[config.mk]
export PLATFORM = sky130hd
export DESIGN_NAME = trainer_cadence_power_meter_top_flat
export DESIGN_NICKNAME = d
export VERILOG_FILES = /design/src/crp_pkg.sv /design/src/crp_if.sv /design/src/crp_div.sv /design/src/crp_poly.sv /design/src/trainer_cadence_power_meter_top.sv /design/src/flat_wrapper.sv
export SDC_FILE = /design/constraint.sdc
export NUM_CORES = 2
export LEC_CHECK = 0
export BUFFER_PORTS_ARGS = -buffer_cell sky130_fd_sc_hd__buf_4
export CORE_ASPECT_RATIO = 1.1
export CORE_MARGIN = 2
export CORE_UTILIZATION = 35
export DETAILED_ROUTE_END_ITERATION = 8
export SLEW_MARGIN = 30
export SYNTH_ARGS = -nofsm -noshare
export SYNTH_HDL_FRONTEND = slang
export SYNTH_SLANG_ARGS = --single-unit
[constraint.sdc]
create_clock -name clk -period 9.4 [get_ports clk]
set_clock_uncertainty 0.05 [all_clocks]
set_input_delay 0.94 -clock clk [delete_from_list [all_inputs] [get_ports clk]]
set_output_delay 0.94 -clock clk [all_outputs]
set_load 0.03 [all_outputs]
[src/crp_pkg.sv]
`timescale 1ns / 1ps
// ----------------------------------------------------------------------------
// crp_pkg: shared types and constants for the cadence and power meter
// Widths, command and direction codes, power polynomial coefficients
// (Q24 fixed point) and the control structs between the units.
// ----------------------------------------------------------------------------
package crp_pkg;

	localparam int unsigned RESISTANCE_MAX = 255;
	localparam int unsigned DURATION_BITS  = 16;

	localparam int unsigned CMD_W     = 2;
	localparam int unsigned IN_DUR_W  = 16;
	localparam int unsigned DUR_W     = DURATION_BITS;
	localparam int unsigned RES_W     = $clog2(RESISTANCE_MAX + 1);
	localparam int unsigned RES_OUT_W = 8;
	localparam int unsigned DIR_W     = 2;
	localparam int unsigned CNT_W     = 16;
	localparam int unsigned PWR_W     = 16;

	// cadence = RPM_NUM / (high + low)
	localparam int unsigned RPM_W     = 16;
	localparam int unsigned RPM_NUM   = 60000;
	localparam int unsigned DIV_W     = DUR_W + 1;
	localparam int unsigned DIV_CNT_W = $clog2(RPM_W);

	// polynomial datapath
	localparam int unsigned FRAC_BITS = 24;
	localparam int unsigned ACC_W     = 64;
	localparam int unsigned OPA_W     = 2 * RPM_W + 1;
	localparam int unsigned OPB_W     = RES_W + 17;
	localparam int unsigned TMP_W     = OPB_W;
	localparam int unsigned PROD_W    = OPA_W + OPB_W;
	localparam int unsigned QUO_W     = ACC_W - FRAC_BITS;

	localparam logic signed [31:0] C_LR2 = 32'sd1475;
	localparam logic signed [31:0] C_R2  = -32'sd35114;
	localparam logic signed [31:0] C_L2  = 32'sd8561;
	localparam logic signed [31:0] C_LR  = 32'sd1618;
	localparam logic signed [31:0] C_R   = 32'sd7185845;
	localparam logic signed [31:0] C_L   = 32'sd2238896;
	localparam logic signed [31:0] C_C   = 32'sd77556647;

	localparam logic [QUO_W-1:0] PWR_POS_LIM = QUO_W'((64'd1 << (PWR_W - 1)) - 64'd1);
	localparam logic [QUO_W-1:0] PWR_NEG_LIM = QUO_W'(64'd1 << (PWR_W - 1));
	localparam logic signed [PWR_W-1:0] PWR_MAX = PWR_W'(PWR_POS_LIM);
	localparam logic signed [PWR_W-1:0] PWR_MIN = PWR_W'(PWR_NEG_LIM);

	typedef enum logic [CMD_W-1:0] {
		CMD_WHEEL_FELL = 2'd0,
		CMD_WHEEL_ROSE = 2'd1,
		CMD_SWITCH     = 2'd2,
		CMD_MOTOR      = 2'd3
	} cmd_t;

	localparam logic [DIR_W-1:0] DIR_NONE = 2'b00;
	localparam logic [DIR_W-1:0] DIR_UP   = 2'b01;
	localparam logic [DIR_W-1:0] DIR_DOWN = 2'b11;

	typedef enum logic [1:0] {
		TS_IDLE,
		TS_DIV,
		TS_POLY,
		TS_DONE
	} top_state_t;

	typedef enum logic [2:0] {
		PS_IDLE,
		PS_MUL,
		PS_ACC,
		PS_CONST,
		PS_ABS,
		PS_SAT
	} poly_state_t;

	// one multiply/accumulate pair per step
	typedef enum logic [2:0] {
		ST_R2,
		ST_A2,
		ST_T2,
		ST_A1,
		ST_T1,
		ST_A0,
		ST_T0
	} poly_step_t;

	typedef struct packed {
		logic             start;
		logic [DIV_W-1:0] divisor;
	} div_req_t;

	typedef struct packed {
		logic             done;
		logic [RPM_W-1:0] quotient;
	} div_rsp_t;

	typedef struct packed {
		logic             start;
		logic [RES_W-1:0] level;
		logic [RPM_W-1:0] rpm;
	} poly_req_t;

	typedef struct packed {
		logic                    done;
		logic signed [PWR_W-1:0] power;
	} poly_rsp_t;

	// clamp the incoming duration to DURATION_BITS
	function automatic logic [DUR_W-1:0] sat_dur(input logic [IN_DUR_W-1:0] d);
		logic [32:0] dw;
		logic [32:0] maxv;
		dw   = 33'(d);
		maxv = (33'd1 << DURATION_BITS) - 33'd1;
		return (dw > maxv) ? DUR_W'(maxv) : DUR_W'(dw);
	endfunction

endpackage

[src/crp_if.sv]
`timescale 1ns / 1ps
// ----------------------------------------------------------------------------
// crp_if: valid/ready channels of the cadence and power meter
// crp_in_if carries one sensor event item, crp_out_if one result item.
// ----------------------------------------------------------------------------
interface crp_in_if;
	import crp_pkg::*;

	logic                valid;
	logic                ready;
	logic [CMD_W-1:0]    cmd;
	logic [IN_DUR_W-1:0] duration_ms;
	logic                up_level;
	logic                down_level;

	modport source (output valid, output cmd, output duration_ms, output up_level,
		output down_level, input ready);
	modport sink (input valid, input cmd, input duration_ms, input up_level,
		input down_level, output ready);
endinterface

interface crp_out_if;
	import crp_pkg::*;

	logic                    valid;
	logic                    ready;
	logic                    report;
	logic [RPM_W-1:0]        rpm;
	logic signed [PWR_W-1:0] power_watts;
	logic [RES_OUT_W-1:0]    resistance_level;
	logic signed [DIR_W-1:0] change_direction;
	logic [CNT_W-1:0]        crank_total;

	modport source (output valid, output report, output rpm, output power_watts,
		output resistance_level, output change_direction, output crank_total,
		input ready);
	modport sink (input valid, input report, input rpm, input power_watts,
		input resistance_level, input change_direction, input crank_total,
		output ready);
endinterface

[src/crp_div.sv]
`timescale 1ns / 1ps
// ----------------------------------------------------------------------------
// crp_div: iterative cadence divider
// Restoring division of the fixed cadence numerator by the period sum,
// one quotient bit per cycle.
// ----------------------------------------------------------------------------
module crp_div (
	input  logic              clk,
	input  logic              arst_n,
	input  crp_pkg::div_req_t req,
	output crp_pkg::div_rsp_t rsp
);
	import crp_pkg::*;

	logic                 busy_q;
	logic                 done_q;
	logic [DIV_CNT_W-1:0] cnt_q;
	logic [RPM_W-1:0]     dvd_q;
	logic [RPM_W-1:0]     quo_q;
	logic [DIV_W-1:0]     dsr_q;
	logic [DIV_W-1:0]     rem_q;
	logic [DIV_W:0]       rem_sh;
	logic                 fits;

	assign rem_sh = {rem_q, dvd_q[RPM_W-1]};
	assign fits   = rem_sh >= {1'b0, dsr_q};

	always_ff @(posedge clk or negedge arst_n) begin
		if (!arst_n) begin
			busy_q <= 1'b0;
			done_q <= 1'b0;
			cnt_q  <= '0;
		end else if (req.start) begin
			busy_q <= 1'b1;
			done_q <= 1'b0;
			cnt_q  <= DIV_CNT_W'(RPM_W - 1);
		end else if (busy_q) begin
			busy_q <= (cnt_q != '0);
			done_q <= (cnt_q == '0);
			cnt_q  <= cnt_q - 1'b1;
		end else begin
			done_q <= 1'b0;
		end
	end

	always_ff @(posedge clk) begin
		if (req.start) begin
			dvd_q <= RPM_W'(RPM_NUM);
			dsr_q <= req.divisor;
			rem_q <= '0;
			quo_q <= '0;
		end else if (busy_q) begin
			// remainder stays below the divisor, so it fits DIV_W bits
			rem_q <= fits ? DIV_W'(rem_sh - {1'b0, dsr_q}) : DIV_W'(rem_sh);
			quo_q <= {quo_q[RPM_W-2:0], fits};
			dvd_q <= {dvd_q[RPM_W-2:0], 1'b0};
		end
	end

	assign rsp.done     = done_q;
	assign rsp.quotient = quo_q;

endmodule

[src/crp_poly.sv]
`timescale 1ns / 1ps
// ----------------------------------------------------------------------------
// crp_poly: power polynomial on one shared multiplier
// p = r^2*(C_LR2*l + C_R2) + r*(C_LR*l + C_R) + l*(C_L2*l + C_L) + C_C,
// seven multiply steps, then Q24 truncation toward zero and saturation.
// ----------------------------------------------------------------------------
module crp_poly (
	input  logic               clk,
	input  logic               arst_n,
	input  crp_pkg::poly_req_t req,
	output crp_pkg::poly_rsp_t rsp
);
	import crp_pkg::*;

	poly_state_t state_q, state_d;
	poly_step_t  step_q, step_d;
	logic        done_q;

	logic [RES_W-1:0]         l_q;
	logic [RPM_W-1:0]         r_q;
	logic [2*RPM_W-1:0]       r2_q;
	logic signed [TMP_W-1:0]  tmp_q;
	logic signed [PROD_W-1:0] prod_s1;
	logic signed [ACC_W-1:0]  acc_q;
	logic [ACC_W-1:0]         mag_q;
	logic                     neg_q;
	logic signed [PWR_W-1:0]  power_q;

	logic signed [OPA_W-1:0]  opa;
	logic signed [OPB_W-1:0]  opb;
	logic [QUO_W-1:0]         qmag;
	logic signed [PWR_W-1:0]  power_sat;

	// next state
	always_comb begin
		state_d = state_q;
		step_d  = step_q;
		unique case (state_q)
			PS_IDLE: begin
				if (req.start) begin
					state_d = PS_MUL;
					step_d  = ST_R2;
				end
			end
			PS_MUL: state_d = PS_ACC;
			PS_ACC: begin
				unique case (step_q)
					ST_R2: step_d = ST_A2;
					ST_A2: step_d = ST_T2;
					ST_T2: step_d = ST_A1;
					ST_A1: step_d = ST_T1;
					ST_T1: step_d = ST_A0;
					ST_A0: step_d = ST_T0;
					ST_T0: step_d = ST_R2;
				endcase
				state_d = (step_q == ST_T0) ? PS_CONST : PS_MUL;
			end
			PS_CONST: state_d = PS_ABS;
			PS_ABS:   state_d = PS_SAT;
			PS_SAT:   state_d = PS_IDLE;
			default:  state_d = PS_IDLE;
		endcase
	end

	// multiplier operands for the current step
	always_comb begin
		opa = '0;
		opb = '0;
		unique case (step_q)
			ST_R2: begin
				opa = $signed({{(OPA_W-RPM_W){1'b0}}, r_q});
				opb = $signed({{(OPB_W-RPM_W){1'b0}}, r_q});
			end
			ST_A2: begin
				opa = OPA_W'(C_LR2);
				opb = $signed({{(OPB_W-RES_W){1'b0}}, l_q});
			end
			ST_T2: begin
				opa = $signed({{(OPA_W-2*RPM_W){1'b0}}, r2_q});
				opb = tmp_q;
			end
			ST_A1: begin
				opa = OPA_W'(C_LR);
				opb = $signed({{(OPB_W-RES_W){1'b0}}, l_q});
			end
			ST_T1: begin
				opa = OPA_W'(tmp_q);
				opb = $signed({{(OPB_W-RPM_W){1'b0}}, r_q});
			end
			ST_A0: begin
				opa = OPA_W'(C_L2);
				opb = $signed({{(OPB_W-RES_W){1'b0}}, l_q});
			end
			ST_T0: begin
				opa = OPA_W'(tmp_q);
				opb = $signed({{(OPB_W-RES_W){1'b0}}, l_q});
			end
		endcase
	end

	// magnitude already truncated; restore sign and clamp
	always_comb begin
		qmag = mag_q[ACC_W-1:FRAC_BITS];
		if (neg_q)
			power_sat = (qmag > PWR_NEG_LIM) ? PWR_MIN : PWR_W'(QUO_W'(0) - qmag);
		else
			power_sat = (qmag > PWR_POS_LIM) ? PWR_MAX : PWR_W'(qmag);
	end

	always_ff @(posedge clk or negedge arst_n) begin
		if (!arst_n) begin
			state_q <= PS_IDLE;
			step_q  <= ST_R2;
			done_q  <= 1'b0;
		end else begin
			state_q <= state_d;
			step_q  <= step_d;
			done_q  <= (state_q == PS_SAT);
		end
	end

	always_ff @(posedge clk) begin
		if (req.start) begin
			l_q <= req.level;
			r_q <= req.rpm;
		end
		unique case (state_q)
			PS_IDLE: ;
			PS_MUL: prod_s1 <= opa * opb;
			PS_ACC: begin
				unique case (step_q)
					ST_R2: r2_q  <= prod_s1[2*RPM_W-1:0];
					ST_A2: tmp_q <= TMP_W'(prod_s1 + PROD_W'(C_R2));
					ST_T2: acc_q <= ACC_W'(prod_s1);
					ST_A1: tmp_q <= TMP_W'(prod_s1 + PROD_W'(C_R));
					ST_T1: acc_q <= acc_q + ACC_W'(prod_s1);
					ST_A0: tmp_q <= TMP_W'(prod_s1 + PROD_W'(C_L));
					ST_T0: acc_q <= acc_q + ACC_W'(prod_s1);
				endcase
			end
			PS_CONST: acc_q <= acc_q + ACC_W'(C_C);
			PS_ABS: begin
				neg_q <= acc_q[ACC_W-1];
				mag_q <= acc_q[ACC_W-1] ? ACC_W'(-acc_q) : ACC_W'(acc_q);
			end
			PS_SAT: power_q <= power_sat;
			default: ;
		endcase
	end

	assign rsp.done  = done_q;
	assign rsp.power = power_q;

endmodule

[src/trainer_cadence_power_meter_top.sv]
`timescale 1ns / 1ps
// ----------------------------------------------------------------------------
// trainer_cadence_power_meter_top: cadence and power meter for a trainer bike
//
//   port      dir   item
//   events    sink  cmd, duration_ms, up_level, down_level
//   results   src   report, rpm, power_watts, resistance_level,
//                   change_direction, crank_total
//
// One result item per event item. Non-crank events go straight from
// accept to the result; a counted crank passes through the bit-serial
// divider and then the multiplier sequence before its result is loaded.
// One item in flight; events.ready is low until its result is registered.
// A stalled result holds in the output register; the next item is taken
// meanwhile. Reset clears all tracked state; no clearing pass.
// ----------------------------------------------------------------------------
module trainer_cadence_power_meter_top (
	input  logic      clk,
	input  logic      arst_n,
	crp_in_if.sink    events,
	crp_out_if.source results
);
	import crp_pkg::*;

	top_state_t state_q, state_d;

	logic [DUR_W-1:0]        high_q;
	logic [DUR_W-1:0]        low_q;
	logic [RES_W-1:0]        res_q;
	logic [DIR_W-1:0]        dir_q;
	logic [CNT_W-1:0]        crank_q;
	logic signed [PWR_W-1:0] power_q;
	logic [RPM_W-1:0]        rpm_q;
	logic                    report_q;
	logic                    out_valid_q;

	logic                    out_report_q;
	logic [RPM_W-1:0]        out_rpm_q;
	logic signed [PWR_W-1:0] out_power_q;
	logic [RES_OUT_W-1:0]    out_res_q;
	logic [DIR_W-1:0]        out_dir_q;
	logic [CNT_W-1:0]        out_crank_q;

	logic             accept;
	logic             out_load;
	cmd_t             cmd;
	logic [DUR_W-1:0] dur;
	logic             crank_hit;
	logic [DIV_W-1:0] period_sum;

	div_req_t  div_req;
	div_rsp_t  div_rsp;
	poly_req_t poly_req;
	poly_rsp_t poly_rsp;

	assign accept     = events.valid && events.ready;
	assign cmd        = cmd_t'(events.cmd);
	assign dur        = sat_dur(events.duration_ms);
	assign crank_hit  = (cmd == CMD_WHEEL_FELL) && (dur != high_q);
	assign period_sum = DIV_W'(dur) + DIV_W'(low_q);

	// zero period sum divides by one
	assign div_req.start   = accept && crank_hit;
	assign div_req.divisor = (period_sum == '0) ? DIV_W'(1) : period_sum;

	assign poly_req.start = div_rsp.done;
	assign poly_req.level = res_q;
	assign poly_req.rpm   = div_rsp.quotient;

	crp_div u_div (
		.clk    (clk),
		.arst_n (arst_n),
		.req    (div_req),
		.rsp    (div_rsp)
	);

	crp_poly u_poly (
		.clk    (clk),
		.arst_n (arst_n),
		.req    (poly_req),
		.rsp    (poly_rsp)
	);

	// next state
	always_comb begin
		state_d = state_q;
		unique case (state_q)
			TS_IDLE: if (accept) state_d = crank_hit ? TS_DIV : TS_DONE;
			TS_DIV:  if (div_rsp.done) state_d = TS_POLY;
			TS_POLY: if (poly_rsp.done) state_d = TS_DONE;
			TS_DONE: if (out_load) state_d = TS_IDLE;
		endcase
	end

	// handshake outputs
	always_comb begin
		events.ready = (state_q == TS_IDLE);
		out_load     = (state_q == TS_DONE) && (!out_valid_q || results.ready);
	end

	always_ff @(posedge clk or negedge arst_n) begin
		if (!arst_n) begin
			state_q     <= TS_IDLE;
			high_q      <= '0;
			low_q       <= '0;
			res_q       <= '0;
			dir_q       <= DIR_NONE;
			crank_q     <= '0;
			power_q     <= '0;
			rpm_q       <= '0;
			report_q    <= 1'b0;
			out_valid_q <= 1'b0;
		end else begin
			state_q <= state_d;
			if (accept) begin
				report_q <= crank_hit;
				rpm_q    <= '0;
				unique case (cmd)
					CMD_WHEEL_FELL: begin
						if (crank_hit) begin
							crank_q <= crank_q + 1'b1;
							high_q  <= dur;
						end
					end
					CMD_WHEEL_ROSE: low_q <= dur;
					CMD_SWITCH: begin
						// both low keeps the direction
						if (events.up_level != events.down_level)
							dir_q <= events.down_level ? DIR_UP : DIR_DOWN;
						else if (events.up_level)
							dir_q <= DIR_NONE;
					end
					CMD_MOTOR: begin
						if (dir_q == DIR_DOWN && res_q != '0)
							res_q <= res_q - 1'b1;
						else if (dir_q == DIR_UP && res_q < RES_W'(RESISTANCE_MAX))
							res_q <= res_q + 1'b1;
					end
				endcase
			end
			if (div_rsp.done)
				rpm_q <= div_rsp.quotient;
			if (poly_rsp.done)
				power_q <= poly_rsp.power;
			if (out_load)
				out_valid_q <= 1'b1;
			else if (results.ready)
				out_valid_q <= 1'b0;
		end
	end

	always_ff @(posedge clk) begin
		if (out_load) begin
			out_report_q <= report_q;
			out_rpm_q    <= rpm_q;
			out_power_q  <= power_q;
			out_res_q    <= RES_OUT_W'(res_q);
			out_dir_q    <= dir_q;
			out_crank_q  <= crank_q;
		end
	end

	assign results.valid            = out_valid_q;
	assign results.report           = out_report_q;
	assign results.rpm              = out_rpm_q;
	assign results.power_watts      = out_power_q;
	assign results.resistance_level = out_res_q;
	assign results.change_direction = out_dir_q;
	assign results.crank_total      = out_crank_q;

`ifndef SYNTHESIS
	a_accept_busy: assert property (@(posedge clk) disable iff (!arst_n)
		accept |=> !events.ready)
		else $error("block ready right after taking an item");

	a_res_range: assert property (@(posedge clk) disable iff (!arst_n)
		res_q <= RES_W'(RESISTANCE_MAX))
		else $error("resistance above its maximum");

	a_div_state: assert property (@(posedge clk) disable iff (!arst_n)
		div_rsp.done |-> state_q == TS_DIV)
		else $error("divider finished outside the divide phase");

	a_poly_state: assert property (@(posedge clk) disable iff (!arst_n)
		poly_rsp.done |-> state_q == TS_POLY)
		else $error("power unit finished outside the power phase");

	a_rpm_report: assert property (@(posedge clk) disable iff (!arst_n)
		out_load && !report_q |-> rpm_q == '0)
		else $error("nonzero cadence without a crank");
`endif

endmodule

[src/flat_wrapper.sv]
// flat-port wrapper written by rule: the top's interface ports become plain ports
module trainer_cadence_power_meter_top_flat import crp_pkg::*;
  (clk, arst_n, events_valid, events_cmd, events_duration_ms, events_up_level, events_down_level, events_ready, results_valid, results_report, results_rpm, results_power_watts, results_resistance_level, results_change_direction, results_crank_total, results_ready);
  crp_in_if events_i ();
  crp_out_if results_i ();
  input  logic clk;
  input  logic arst_n;
  input wire logic [$bits(events_i.valid)-1:0] events_valid;
  input wire logic [$bits(events_i.cmd)-1:0] events_cmd;
  input wire logic [$bits(events_i.duration_ms)-1:0] events_duration_ms;
  input wire logic [$bits(events_i.up_level)-1:0] events_up_level;
  input wire logic [$bits(events_i.down_level)-1:0] events_down_level;
  output wire logic [$bits(events_i.ready)-1:0] events_ready;
  output wire logic [$bits(results_i.valid)-1:0] results_valid;
  output wire logic [$bits(results_i.report)-1:0] results_report;
  output wire logic [$bits(results_i.rpm)-1:0] results_rpm;
  output wire logic [$bits(results_i.power_watts)-1:0] results_power_watts;
  output wire logic [$bits(results_i.resistance_level)-1:0] results_resistance_level;
  output wire logic [$bits(results_i.change_direction)-1:0] results_change_direction;
  output wire logic [$bits(results_i.crank_total)-1:0] results_crank_total;
  input wire logic [$bits(results_i.ready)-1:0] results_ready;
  assign events_i.valid = events_valid;
  assign events_i.cmd = events_cmd;
  assign events_i.duration_ms = events_duration_ms;
  assign events_i.up_level = events_up_level;
  assign events_i.down_level = events_down_level;
  assign events_ready = events_i.ready;
  assign results_valid = results_i.valid;
  assign results_report = results_i.report;
  assign results_rpm = results_i.rpm;
  assign results_power_watts = results_i.power_watts;
  assign results_resistance_level = results_i.resistance_level;
  assign results_change_direction = results_i.change_direction;
  assign results_crank_total = results_i.crank_total;
  assign results_i.ready = results_ready;
  trainer_cadence_power_meter_top u_core (.clk(clk), .arst_n(arst_n), .events(events_i), .results(results_i));
endmodule
# Word-level counts from Yosys, hierarchy flattened

Index checks and enable logic that the tools add are counted.

Multiplexer cells: 37
Reductions and logical operators: 36
Eq/ne operators: 27
Multiply operators: 1
$lt $le $gt $ge: 4
$add $sub $neg: 13

Operators with widths:

| kind                     | number |
|---|---|
| $pmux W64 S2             | 2 |
| $pmux W33 S6             | 1 |
| $pmux W25 S3             | 2 |
| $mux W16                 | 5 |
| $add A64 B28 Y64 const B | 1 |
| $add A64 B58 Y64         | 1 |
| $neg A64 Y64             | 1 |
| $mux W63                 | 1 |
| $mul A33 B25 Y58         | 1 |
| $gt A40 B15 Y1 const B   | 1 |
| $gt A40 B16 Y1 const B   | 1 |
| $add A25 B17 Y25 const B | 1 |
| $add A25 B23 Y25 const B | 1 |
| $add A25 B24 Y25 const B | 1 |
| $pmux W3 S7              | 1 |
| $ge A18 B17 Y1           | 1 |
| $mux W2                  | 9 |
| $add A16 B16 Y17         | 1 |
| $logic_not A17 Y1        | 1 |
| $mux W17                 | 1 |
| $sub A17 B17 Y17         | 1 |
| $add A16 B1 Y16 const B  | 1 |
| $mux W8                  | 2 |
| $ne A16 B16 Y1           | 1 |
| 35 further kinds         | 79 |

Output and inout bits: 61
Logic and storage cells: 154
Flip-flop bits (word level): 511
Input port bits: 24

# Depth between registers and ports, before layout

Depth after elaboration: 5
Mapped depth: 35
Gate-level depth less buffers: 31

# Modules after synthesis

A second synthesis with hierarchy kept.

Cell total of the unflattened synthesis: 6023
Area total of the unflattened synthesis: 56633.1 µm²

By module, submodules not included:

| module                          | cells an instance | seq. area each (µm²) | area an instance (µm²) | times used |
|---|---|---|---|---|
| crp_poly                        | 5132              | 7982.7               | 46427.0                | 1 |
| trainer_cadence_power_meter_top | 547               | 4124.0               | 6826.5                 | 1 |
| crp_div                         | 344               | 1541.5               | 3379.5                 | 1 |

# Worst setup path after synthesis

OpenSTA, ideal clock, no wires.

Path type: reg-to-reg
From: reg u_core.u_poly.step_q[0]
To: reg u_core.u_poly.prod_s1[56] (data pin)
Data required time: 9085 ps
Cell stages (with the launch flop): 35
Setup slack: 815 ps
Period minus slack after synthesis: 8585 ps
Data arrival time: 8270 ps
Library setup time: 265 ps
Path buffers: 5
Cells stage by stage: dfrtp_1 -> nand2b_1 -> clkbuf_1 -> nand2_1 -> nor2_1 -> clkbuf_1 -> nand2_1 -> o21ai_0 -> clkbuf_1 -> buf_1 -> nand2_1 -> fa_1 -> fa_1 -> inv_1 -> fa_1 -> inv_1 -> fa_1 -> inv_1 -> fa_1 -> fa_1 -> inv_1 -> fa_1 -> inv_1 -> ha_1 -> clkbuf_1 -> a21o_1 -> a21o_1 -> a21o_1 -> a221oi_1 -> o21bai_1 -> a21oi_1 -> o221ai_1 -> a31oi_1 -> o21ai_0 -> xor2_1

Word-level cells in the longest chain between the ends: 4
Elaborated cells on any way between the ends: 13
Classes of those cells: mul (1); eq/ne (6); mux (2); reduce/logical (4)

Ends and longest elaborated chain:

| what                                                           | line            | text |
|---|---|---|
| start: declaration                                             | crp_poly.sv:16  | `poly_step_t step_q, step_d;` |
| start signal: assignment                                       | crp_poly.sv:117 | `step_q <= step_d;` |
| $eq A3 B3 Y1, or another cell as far along                     | crp_poly.sv:69  | `unique case (step_q)` |
| $reduce_or A4 Y1 (no line) or $reduce_or A2 Y1 (tied branches) | -               |  |
| $pmux W25 S3 or $pmux W33 S6 (tied branches)                   | crp_poly.sv:69  |  |
| $mul A33 B25 Y58 *                                             | crp_poly.sv:129 | `PS_MUL: prod_s1 <= opa * opb;` |
| end signal: assignment                                         | crp_poly.sv:129 |  |
| end: declaration                                               | crp_poly.sv:23  | `logic signed [PROD_W-1:0] prod_s1;` |

Every way passes the cells marked *; elsewhere a longest branch is shown, timed or not.
A chain may end at the register's enable or synchronous reset.

# Final worst setup path

From: reg u_core.u_poly.step_q[0]
To: reg u_core.u_poly.prod_s1[39] (data pin)

The elaborated chain is that of the path after synthesis.

==> results by group <==
Synthesis
  – Cells after Synth: 5928
  – Synthesized area: 0.0561 sq mm
  – Post-synthesis register bit count: between 400 and 500
  – FFs w/ async S/R, synth: 0.220
  – Yosys warning total: 0
  – Netlist cell types: 82
  – Seq/Total Area, Yosys: 0.243
  – Main flop type after synthesis: edfxtp_1
  – Synthesized area per cell: 9.46 sq um
  – Count of flip-flops with a built-in enable after synthesis: 336

Worst hold path
  – HP Class: primary input to asynchronous set/reset pin

Routing
  – DR WL/cell: 20.7 um
  – Vias/cell: 5.23
  – DRT iter0 DRCs: 3253
  – Routed Antenna Nets: 0
  – Post-Route WL: about 170000 um
  – DRC viols: 0
  – TritonRoute pass-1 iters: 6
  – Total number of vias: 42.5k

Placement
  – Final HPWL DP: between 100000 and 150000 um
  – IO Port Bufs: 84
  – RD Place Congestion: 0.960
  – Setup WS pre-CTS: -0.00292 ns

Finish
  – Layout cells sized above 1: 0.0791
  – Most frequent cells in the layout: inv_1 (938), fa_1 (846), nand2_1 (766)
  – Most common cell after layout, fill and taps aside: inv_1
  – Nets: 7121
  – Synthesis-to-layout area growth: 9.99%

Timing
  – Setup WS post-layout: approximately 0.35 ns
  – Fmax achieved: between 100 and 150 MHz
  – Slew headroom: 0.341
  – Tmin final: about 9.1 ns
  – Fin. Hold Viols: 0
  – Slew Limit Fails: 0
  – Measured slew at the worst slew-check pin: 0.988 ns
  – Final setup violation count: 0
  – Final worst path period share: 0.963
  – Final worst hold slack: approximately 0.29 ns

Clocking
  – Hold-fix buffers, CTS: 0
  – TritonCTS buffer count: 48
  – Longest Clk Path Bufs: 3
  – Root buf cell: clkbuf_16
  – H-tree depth: 2
  – CTS tree: yes
  – Reg clk slew, reported paths: 0.07 ns
  – Clock Latency Late Sink: approximately 0.66 ns
  – # clock sinks: 487

Floorplanning
  – Chip Width: 386 um
  – DIE HEIGHT: between 400 and 500 um
  – Die Footprint: 0.163 sq mm
  – Starting Density: 0.351
  – Core ar.: about 0.16 sq mm
  – Num ports: 85
  – # rows: 154

GRT
  – GRT overflow: 0
  – Initial antenna violation count: 1
  – GRT Overall Usage: 0.208
  – Largest net degree at the start of global routing: 70
  – First-pass GRT wire length: approximately 260000 um
  – Vias in the first global route: between 40k and 50k

Setup path
  – Critical Path End Type: flip-flop
  – Crit-path slowest cell: nor2b_1
  – Critical path fanouts, max: 30
  – Cell mode on critical path: fa_1
  – Worst setup SP type: flip-flop
  – Worst Path Required: about 9.7 ns
  – Crit path DAT: 9.39 ns
  – CP max stage delay: 0.69 ns
  – Critical path type: flip-flop to flip-flop

Flow run
  – Max-Cap Viols: 0

Outcome
  – Status: complete, no violations
[timing repair]
item	4_1_cts	5_1_grt
buffers inserted	0	0
resized for setup	1	12
setup endpoints to repair	2	16
[synthesized netlist by cell type (all sizes together), types with 23 or more instances]
cell type / n / area, sq um
inv: 938 / 3520
fa: 846 / 16900
nand2: 767 / 2880
nor2: 561 / 2110
edfxtp: 336 / 10100
ha: 276 / 3450
clkbuf: 264 / 991
a21oi: 248 / 1240
xnor2: 214 / 1870
o21ai: 190 / 951
dfrtp: 107 / 2680
a21o: 88 / 661
xor2: 82 / 718
nand3: 68 / 340
nand4: 56 / 350
mux2: 55 / 619
nand2b: 52 / 325
a211oi: 48 / 360
dfxtp: 44 / 881
a22oi: 41 / 308
nor3: 41 / 216
o21bai: 34 / 255
and2: 33 / 206
and3: 33 / 206
mux2i: 33 / 330
o22ai: 33 / 206
or3: 33 / 236
nor4: 31 / 206
o211ai: 31 / 233
a31oi: 30 / 188
o21a: 30 / 225
nor2b: 23 / 144
[metal layers]
| metal | vias up | global-route usage | wire, um |
|---|---|---|---|
| li1 | 19357 | - | - |
| met1 | 21448 | 0.276 | 69700 |
| met2 | 1359 | 0.348 | 80500 |
| met3 | 341 | 0.0258 | 10400 |
| met4 | 0 | 0.0795 | 7290 |
| met5 | - | 0 | 0 |
[critical path: cells and delay by family, from the launching register on]
kind	cells	cell delay, ns
buffers and inverters	6	0.51
DFF	1	0.54
and+or+nand+nor	2	0.84
adders and majority gates	8	3.87
AOI/OAI and AO/OA	10	2.86
xor gates and xnor gates	1	0.09
[state kept, by name, summed over array words and instances (netlist names), 17 cells and up]
name and cells:
u_core.u_poly.mag_q 40, u_core.u_poly.tmp_q 25, u_core.u_poly.prod_s1 58, u_core.u_poly.acc_q 64, u_core.u_div.rem_q 17, u_core.u_poly.r2_q 32
u_core.u_div.dsr_q 17
[through the flow]
step	util	std cells	setup TNS, ns	area [sq um]
floorplan	-	5942	0	56100
global placement	0.375	8030	0	60000
detailed placement	0.375	8031	-0.00292	60000
CTS	0.386	8121	0	61600
global route	0.386	8122	-0.0151	61700
finish	0.386	8122	0	61700
[path summary, 6_finish.rpt]
check	start	cells after the start	endpoint	slack (ns)
max	u_core.u_poly.step_q[0]	27	u_core.u_poly.prod_s1[39]	0.35
min reg2reg	u_core.power_q[5]	0	u_core.results.power_watts[5]	0.40
max reg2reg	u_core.u_poly.step_q[0]	27	u_core.u_poly.prod_s1[39]	0.35
max in group asynchronous	arst_n	2	u_core.u_div.busy_q	7.65
min in group clk	u_core.power_q[5]	0	u_core.results.power_watts[5]	0.40
min	arst_n	1	u_core.crank_q[13]	0.29
[cell families (layout without fill, tap and decap cells)]
| logic type | Yosys count | after routing | synth area share |
|---|---|---|---|
| compound gates | 963 | 963 | 0.112 |
| xor+xnor | 296 | 296 | 0.0462 |
| fa+ha+maj | 1122 | 1122 | 0.364 |
| buf+inv | 1225 | 1298 | 0.0821 |
| flops | 487 | 487 | 0.243 |
| mux | 88 | 88 | 0.0169 |
| other cells | 2 | 17 | 0.000134 |
| simple gates | 1745 | 1745 | 0.135 |
[layout make-up]
| cell class | count | area, sq um |
|---|---|---|
| diodes | 1 | 2.50 |
| clock buffers | 60 | 1280 |
| clock inverters | 30 | 379 |
| fillers | 15834 | 98100 |
| inverters | 939 | 3520 |
| multi-input cells | 4230 | 38100 |
| flip-flops and latches | 487 | 13700 |
| well taps | 2106 | 2640 |
| repair buffers | 269 | 2140 |
Power is left out: the tool's default activity adds up to more than one toggle a clock period on the data nets, which glitch-free logic cannot reach.
